## config.mk

```make
export PLATFORM = sky130hd
export DESIGN_NAME = anti_replay_window
export DESIGN_NICKNAME = d
export VERILOG_FILES = /design/src/sv/arw_pkg.sv /design/src/sv/anti_replay_window.sv
export VERILOG_INCLUDE_DIRS = /design/src /design/src/sv
export SDC_FILE = /design/constraint.sdc
export NUM_CORES = 2
export LEC_CHECK = 0
export BUFFER_PORTS_ARGS = -buffer_cell sky130_fd_sc_hd__buf_2
export CORE_UTILIZATION = 65
export CTS_BUF_LIST = sky130_fd_sc_hd__clkbuf_2
export CTS_CLUSTER_SIZE = 10
export DETAILED_ROUTE_END_ITERATION = 7
export GPL_TIMING_DRIVEN = 0
export PLACE_DENSITY = 0.91
export SLEW_MARGIN = 5
export SYNTH_ARGS = -nofsm -noshare
export SYNTH_HDL_FRONTEND = slang
export SYNTH_SLANG_ARGS = --single-unit
```

## constraint.sdc

```tcl
create_clock -name aclk -period 5.96 [get_ports aclk]
set_input_delay 0.298 -clock aclk [delete_from_list [all_inputs] [get_ports aclk]]
set_output_delay 0.298 -clock aclk [all_outputs]
set_load 0.1 [all_outputs]
```

## src/sv/anti_replay_window_macros.svh

```systemverilog
// ----------------------------------------------------------------------------
// anti_replay_window macros
// assertion helpers shared by the anti-replay window rtl
// ----------------------------------------------------------------------------
`ifndef ANTI_REPLAY_WINDOW_MACROS_SVH
`define ANTI_REPLAY_WINDOW_MACROS_SVH

// same-cycle implication, disabled while reset is asserted
`define ARW_ASSERT_SAME(name, clk, rstn, ante, cons, msg) \
    name: assert property (@(posedge clk) disable iff (!(rstn)) (ante) |-> (cons)) \
        else $error(msg);

// next-cycle implication, disabled while reset is asserted
`define ARW_ASSERT_NEXT(name, clk, rstn, ante, cons, msg) \
    name: assert property (@(posedge clk) disable iff (!(rstn)) (ante) |=> (cons)) \
        else $error(msg);

`endif

```

## src/sv/arw_pkg.sv

```systemverilog
// ----------------------------------------------------------------------------
// arw_pkg
// types and constants of the anti-replay sliding window
// ----------------------------------------------------------------------------
`timescale 1ns / 1ps

package arw_pkg;

    localparam int WINDOW_BITS_DEF = 128;
    localparam int SEQ_W           = 64;

    typedef enum logic [1:0] {
        CMD_CHECK  = 2'd0,
        CMD_UPDATE = 2'd1,
        CMD_CLEAR  = 2'd2
    } cmd_t;

    typedef enum logic [1:0] {
        ST_ACCEPTED  = 2'd0,
        ST_INVALID   = 2'd1,
        ST_TOO_OLD   = 2'd2,
        ST_DUPLICATE = 2'd3
    } status_t;

endpackage

```

## src/sv/anti_replay_window.sv

```systemverilog
// an item passes the input register, then the result register
// one item per cycle while m_ready does not stall the result register; the window state updates
// in the same cycle an item moves from the input register to the result register
// reset: synchronous active-low aresetn empties the window (highest = 0, map = 0)
// and drops any item in flight
`timescale 1ns / 1ps
// ----------------------------------------------------------------------------
// anti_replay_window
// sliding-window replay check with a seen map below the highest sequence
// ----------------------------------------------------------------------------
`include "anti_replay_window_macros.svh"

module anti_replay_window
    import arw_pkg::*;
#(
    parameter int WINDOW_BITS = WINDOW_BITS_DEF
) (
    input  logic             aclk,
    input  logic             aresetn,
    input  logic             s_valid,
    output logic             s_ready,
    input  logic [1:0]       s_cmd,
    input  logic [SEQ_W-1:0] s_seq,
    output logic             m_valid,
    input  logic             m_ready,
    output logic [1:0]       m_status
);

    localparam int SHW = (WINDOW_BITS > 1) ? $clog2(WINDOW_BITS) : 1;

    // input register
    logic             in_valid_reg;
    logic [1:0]       cmd_reg;
    logic [SEQ_W-1:0] seq_reg;

    // window state
    logic [SEQ_W-1:0]       highest_reg, highest_next;
    logic [WINDOW_BITS-1:0] map_reg, map_next;

    // result register
    logic    out_valid_reg;
    status_t status_reg, status_next;

    logic             advance;
    logic             record;
    logic [SEQ_W-1:0] diff_up;
    logic [SEQ_W-1:0] diff_old;
    logic             seq_higher;
    logic             up_in_range;
    logic             old_in_window;
    logic [SHW-1:0]   old_idx;
    logic             bit_seen;
    logic [WINDOW_BITS-1:0] shifted_map;

    assign advance = in_valid_reg && (!out_valid_reg || m_ready);
    assign s_ready = !in_valid_reg || advance;
    assign m_valid = out_valid_reg;
    assign m_status = status_reg;

    assign diff_up       = seq_reg - highest_reg;
    assign diff_old      = highest_reg - seq_reg;
    assign seq_higher    = seq_reg > highest_reg;
    assign up_in_range   = diff_up < SEQ_W'(WINDOW_BITS);
    assign old_in_window = diff_old < SEQ_W'(WINDOW_BITS);
    assign old_idx       = diff_old[SHW-1:0];
    assign bit_seen      = old_in_window && map_reg[old_idx];
    assign shifted_map   = up_in_range ? (map_reg << diff_up[SHW-1:0]) : '0;

    always_comb begin
        highest_next = highest_reg;
        map_next     = map_reg;
        status_next  = ST_ACCEPTED;
        record       = 1'b0;
        case (cmd_t'(cmd_reg))
            CMD_CLEAR: begin
                highest_next = '0;
                map_next     = '0;
            end
            CMD_UPDATE: begin
                record = 1'b1;
            end
            default: begin
                record = 1'b0;
            end
        endcase
        if (cmd_t'(cmd_reg) != CMD_CLEAR) begin
            if (seq_reg == '0) begin
                status_next = ST_INVALID;
            end else if (highest_reg == '0) begin
                // empty window takes the first number as is
                if (record) begin
                    highest_next = seq_reg;
                    map_next     = WINDOW_BITS'(1);
                end
            end else if (seq_higher) begin
                if (record) begin
                    highest_next = seq_reg;
                    map_next     = shifted_map | WINDOW_BITS'(1);
                end
            end else if (!old_in_window) begin
                status_next = ST_TOO_OLD;
            end else if (bit_seen) begin
                status_next = ST_DUPLICATE;
            end else if (record) begin
                map_next = map_reg | (WINDOW_BITS'(1) << old_idx);
            end
        end
    end

    always_ff @(posedge aclk) begin
        if (!aresetn) begin
            in_valid_reg  <= 1'b0;
            out_valid_reg <= 1'b0;
            highest_reg   <= '0;
            map_reg       <= '0;
        end else begin
            if (s_valid && s_ready) begin
                in_valid_reg <= 1'b1;
            end else if (advance) begin
                in_valid_reg <= 1'b0;
            end
            if (advance) begin
                out_valid_reg <= 1'b1;
                highest_reg   <= highest_next;
                map_reg       <= map_next;
            end else if (m_ready) begin
                out_valid_reg <= 1'b0;
            end
        end
    end

    // payload registers, no reset needed
    always_ff @(posedge aclk) begin
        if (s_valid && s_ready) begin
            cmd_reg <= s_cmd;
            seq_reg <= s_seq;
        end
        if (advance) begin
            status_reg <= status_next;
        end
    end

    `ARW_ASSERT_NEXT(a_clear_empties, aclk, aresetn, advance && cmd_reg == CMD_CLEAR, highest_reg == '0 && map_reg == '0, "clear did not empty the window")
    `ARW_ASSERT_NEXT(a_highest_monotonic, aclk, aresetn, advance && cmd_reg != CMD_CLEAR, highest_reg >= $past(highest_reg), "highest sequence moved backward")
    `ARW_ASSERT_SAME(a_newest_marked, aclk, aresetn, highest_reg != '0, map_reg[0], "non-empty window lacks its newest mark")
    `ARW_ASSERT_NEXT(a_record_fills, aclk, aresetn, advance && cmd_reg == CMD_UPDATE && status_next == ST_ACCEPTED, highest_reg != '0, "recorded item left the window empty")

endmodule
```

==> summary.md, run 1 <==
| Metric | Value |
|---|---|
| Status | `aborted with a tool error` |
| Failing step | `global routing (5_1_grt)` |
| Stop err | `[ERROR GRT-0116] Global routing finished with congestion. Check the congestion regions in the DRC Viewer.` |
| I/O Buffers | `73` |
| Post-synthesis cell area | `29,800 µm²` |
| Place WS | `-0.504 ns` |
| Gpl congestion | `1.62` |
| Boundary Pins | `74` |
| DP Wirelength | `112,000 µm` |
| Clock root buffer | `clkbuf_2` |
| Synth unique cells | `99` |
| Share of the synthesized area in the top cell type | `13.0%` |
| Post-synth top area cell | `dfxtp_1` |
| Number of synthesized register bits | `262` |
| Dominant cells by area after synthesis | `dfxtp_1 (13%), mux2i_1 (7.3%), edfxtp_1 (6.9%)` |
| Chip width | `216 µm` |
| Largest net degree at the start of global routing | `67` |
| Most common flop cell mapped by yosys | `dfxtp_1` |
| Overall Global Routing Usage | `73.9%` |
| Synthesized instance count | `slightly above 4,000` |
| Clock Sinks | `262` |
| Number of global-route vias before repair | `40,500` |
| GRT Residual Overflow | `827` |
| Initial core utilization | `65.7%` |
| Synth Warn # | `0` |
| Row count | `78` |
| Post-synth EDFFs | `68` |
| Seq/Total Area, Yosys | `between 10% and 20%` |
| Synthesized Nets | `approximately 4,200` |
| CTS Buffer Depth | `3` |
| Post-Place Cells | `4,696` |
| First-pass GRT wire length | `266,000 µm` |
| Asr flop ratio synth | `0%` |
| Cts bufs inserted | `70` |
| Syn Area/Cell | `7.40 µm²` |
| H-Tree Depth | `3` |
| Chip height | `216 µm` |
metal layers:
metal / overflow / global-route usage (%)
met2: 486 / 87.9
met4: 253 / 70.8
met5: 4 / 36.8
met3: 48 / 62.6
met1: 36 / 73.7
cells by family after synthesis:
kind of cell / count (synthesis) / synth area share, %
buffers and inverters: 461 / 6.25
AOI/OAI and AO/OA: 1300 / 28.2
DFF: 262 / 19.9
xor gates and xnor gates: 81 / 2.38
adders and majority gates: 129 / 5.47
muxes: 332 / 14.9
and+or+nand+nor: 1458 / 22.9
synthesized netlist by cell type (39+ instances only):
master	n
a21o_1	43
clkbuf_1	200
nand2_1	405
mux2i_1	216
nand4_1	75
o21a_1	93
edfxtp_1	68
buf_2	53
nor4_1	58
nand3_1	122
a211oi_1	188
a21oi_1	404
nor3_1	152
buf_1	39
mux4_2	86
xnor2_1	55
dfxtp_1	194
nor2_1	455
inv_1	151
o21ai_0	236
ha_1	127
repair_timing:
action,4_1_cts
gates resized for setup,9
pin swaps,0
setup buffers,0
hold buffers,138
hold endpoints to repair,103
setup endpoints to repair,53
stage by stage:
| stage | TNS (ns) | instance area, µm² | utilization, % |
|---|---|---|---|
| after CTS | 0 | 32900 | 72.7 |
| after detailed placement | -8.03 | 30900 | 68.2 |
| after global placement | -3.76 | 30900 | 68.2 |
| after floorplan | 0 | 29800 | - |
==> inputs of run 2 (changes only) <==
Settings changed: CORE_UTILIZATION 65 to 40, CTS_BUF_LIST sky130_fd_sc_hd__clkbuf_2 to unset, CTS_CLUSTER_SIZE 10 to unset, PLACE_DENSITY 0.91 to unset, PLACE_DENSITY_LB_ADDON set to 0.15.
==> run 2 against run 1 <==
Compared with the run above: synthesized cell count did not move; area after synthesis did not move; the flow now finishes, with violations (negative setup slack).
==> summary.md, run 2 <==
| Metric | Value |
|---|---|
| Status | `finished, violations left` |
| Leak | `12.5 nW` |
| GRT Residual Overflow | `0` |
| Cts bufs inserted | `31 (-56%)` |
| Number of buffers and inverters on the critical path | `5` |
| Most common cell after layout, fill and taps aside | `nor2_1` |
| Die area | `75,500 µm²` |
| Top-count cell post-synth | `nor2_1` |
| Clock Sinks | `262 (unchanged)` |
| Fin. max-slew vios | `0` |
| Post-Place Cells | `5,065 (+7.9%)` |
| Max_cap viols | `0` |
| DP Wirelength | `164,000 µm (+46%)` |
| Vias | `approximately 38,000` |
| Max reg flops | `approximately 130` |
| Crit path DAT | `6.68 ns` |
| Antenna-violating nets left | `0` |
| Fmax | `~0.16 GHz` |
| GR Util met1 | `55.7%` |
| Setup CP Type | `reg -> reg` |
| M2 GR Usage | `80.5%` |
| DRC violations left | `0` |
| Crit path capture type | `flip-flop` |
| Asr flop ratio synth | `0% (unchanged)` |
| Final setup margin | `-0.211 ns` |
| Share of cells above drive strength 1 | `around 12%` |
| Core Region | `73,300 µm²` |
| Dominant cells by area after synthesis | `dfxtp_1 (13%), mux2i_1 (7.3%), edfxtp_1 (6.9%)` |
| Clock root buffer | `clkbuf_16` |
| Worst Hold Class | `in -> reg` |
| Clock latency on the worst-skew pair | `0.64 ns` |
| Synth Warn # | `0 (unchanged)` |
| GRT busiest layer | `met2` |
| Post-synthesis cell area | `29,800 µm² (unchanged)` |
| Maximum fanout along the worst path | `10` |
| Share of the synthesized area in the top cell type | `13.0% (unchanged)` |
| Overall Global Routing Usage | `a little over half` |
| PwrDens | `222 nW/µm²` |
| Largest net degree at the start of global routing | `42` |
| Worst path slowest cell | `a21oi_1` |
| Top cells by count, synth | `nor2_1 (455), nand2_1 (405), a21oi_1 (404)` |
| Place WS | `-1.29 ns (-0.784 ns)` |
| Required time worst endpoint | `6.47 ns` |
| Worst hold slack | `0.0701 ns` |
| Commonest non-fill, non-tap cells in the layout | `nor2_1 (454), nand2_1 (402), a21oi_1 (377), o21ai_0 (210), mux2i_1 (207)` |
| Vias per std cell | `7.29` |
| Area grow syn2layout | `14.4%` |
| Critical path's top delay family | `compound AO/OA/AOI/OAI gates` |
| Number of global-route vias before repair | `between 30,000 and 40,000` |
| Gpl congestion | `1.15 (-29%)` |
| Boundary Pins | `74 (unchanged)` |
| Post-synth EDFFs | `68 (unchanged)` |
| Post-layout min period | `6.17 ns` |
| Syn Area/Cell | `7.40 µm² (unchanged)` |
| Synth unique cells | `99 (unchanged)` |
| CP peak stage delay | `1.01 ns` |
| Synthesized Nets | `4,222 (unchanged)` |
| Failing checks | `negative setup slack` |
| Endpoints failing setup | `70` |
| Clock Pin Slew Worst Setup and Hold Paths | `roughly 0.06 ns` |
| Synthesized instance count | `4,023 (unchanged)` |
| Worst R2R Setup Slack | `-0.21 ns` |
| Chip height | `275 µm (+27%)` |
| Initial antenna violation count | `17` |
| Wire length per cell | `39.5 µm` |
| Chip width | `275 µm (+27%)` |
| CTS Buffer Depth | `3 (unchanged)` |
| Seq/Total Area, Yosys | `19.9% (unchanged)` |
| Critical path launch point type | `flip-flop` |
| Drt initial violations | `6,279` |
| Setup TNS | `-4.51 ns` |
| Routed WL | `~200,000 µm` |
| Cell Chain, Critical Path | `inv_1 > ha_1 > inv_1 > fa_1 > clkbuf_1 > buf_1 > clkbuf_1 > nand2_1 > o21ai_0 > o21a_1 > mux2i_1 > a21oi_1 > a21oi_4 > a21oi_1 > o21a_1 > nor3_1` |
| I/O Buffers | `73 (unchanged)` |
| Period utilization | `104%` |
| First-pass GRT wire length | `~290,000 µm` |
| Initial core utilization | `40.6% (-25 points)` |
| Maximum vdd drop | `0.278 mV` |
| Final net count | `4,425` |
| Final hold viol count | `0` |
| M3 GR Usage | `21.5%` |
| CTS tree | `done` |
| Clock Skew | `0.0208 ns` |
| H-Tree Depth | `1 (-2)` |
| Number of synthesized register bits | `262 (unchanged)` |
| Drt pass-1 iters | `7` |
| Row count | `99 (+27%)` |
| Most common flop cell mapped by yosys | `dfxtp_1` |
| Final Total Pwr | `around 0.0076 W` |
| RSZ-0062 raised after global routing | `true` |
| Post-synth top area cell | `dfxtp_1` |
| Relative slew slack | `6.26%` |
| Finished Layout Cells | `5,219` |
| Least-Margin Pin Slew | `around 1.4 ns` |
[run 2: cell counts after synthesis]
No cell type changed its count.
[run 2: tightest hold or removal path: stages]
cell     delay [ns]
buf_2          0.20
o21ai_0        0.11
nor2_1         0.04
[run 2: power by group]
group / total (W) / switching (W) / internal, W / leakage [nW]
clock network: 0.00204 / 0.000878 / 0.00116 / 0.515
registers: 0.00201 / 0.000115 / 0.00189 / 2.23
logic: 0.00353 / 0.00263 / 0.000899 / 9.78
[run 2: logic make-up after synthesis]
group	Yosys count	share of synthesized area [%]
and+or+nand+nor	1458	22.9
adders and majority gates	129	5.47
xor gates and xnor gates	81	2.38
AOI/OAI and AO/OA	1300	28.2
muxes	332	14.9
DFF	262	19.9
buffers and inverters	461	6.25
[run 2: layout make-up]
cell class,count,area (µm²)
Timing Repair Buffer,171,1320
Fill cell,7539,39300
Sequential cell,262,5930
Multi-Input combinational cell,3300,22500
Inverter,153,574
Clock buffer,40,871
Tap cell,959,1200
Clock inverter,18,188
Antenna cell,9,22.5
Buffer,307,1410
[run 2: worst paths after layout]
| kind | start | endpoint | depth (start not counted) |
|---|---|---|---|
| max | seq_reg[0]$_DFFE_PP_ | map_reg[113]$_SDFFE_PN0P_ | 16 |
| min | aresetn | highest_reg[38]$_SDFFE_PN0P_ | 3 |
| min reg2reg | map_reg[127]$_SDFFE_PN0P_ | map_reg[127]$_SDFFE_PN0P_ | 1 |
| max reg2reg | seq_reg[0]$_DFFE_PP_ | map_reg[113]$_SDFFE_PN0P_ | 16 |
[run 2: repair_timing]
item                       4_1_cts  5_1_grt
setup endpoints to repair      182      180
hold endpoints to repair        68        0
gates resized for setup        109      120
setup buffers                    5       12
pin swaps                        2        4
hold buffers                    68        0
[run 2: per-layer routing]
layer	part of all wire [%]	vias to the layer above
li1	-	15500
met5	0.055	-
met3	12	1316
met4	13	14
met2	42	3380
met1	32	17800
[run 2: metrics by stage]
step	cell area (µm²)	util, %
5_1_grt	34000	46.4
3_5_place_dp	31500	42.9
6_report	34100	46.4
4_1_cts	33600	45.8
2_1_floorplan	29800	-
3_3_place_gp	31300	42.7
Note: power is estimated with default switching activity, not from simulation.
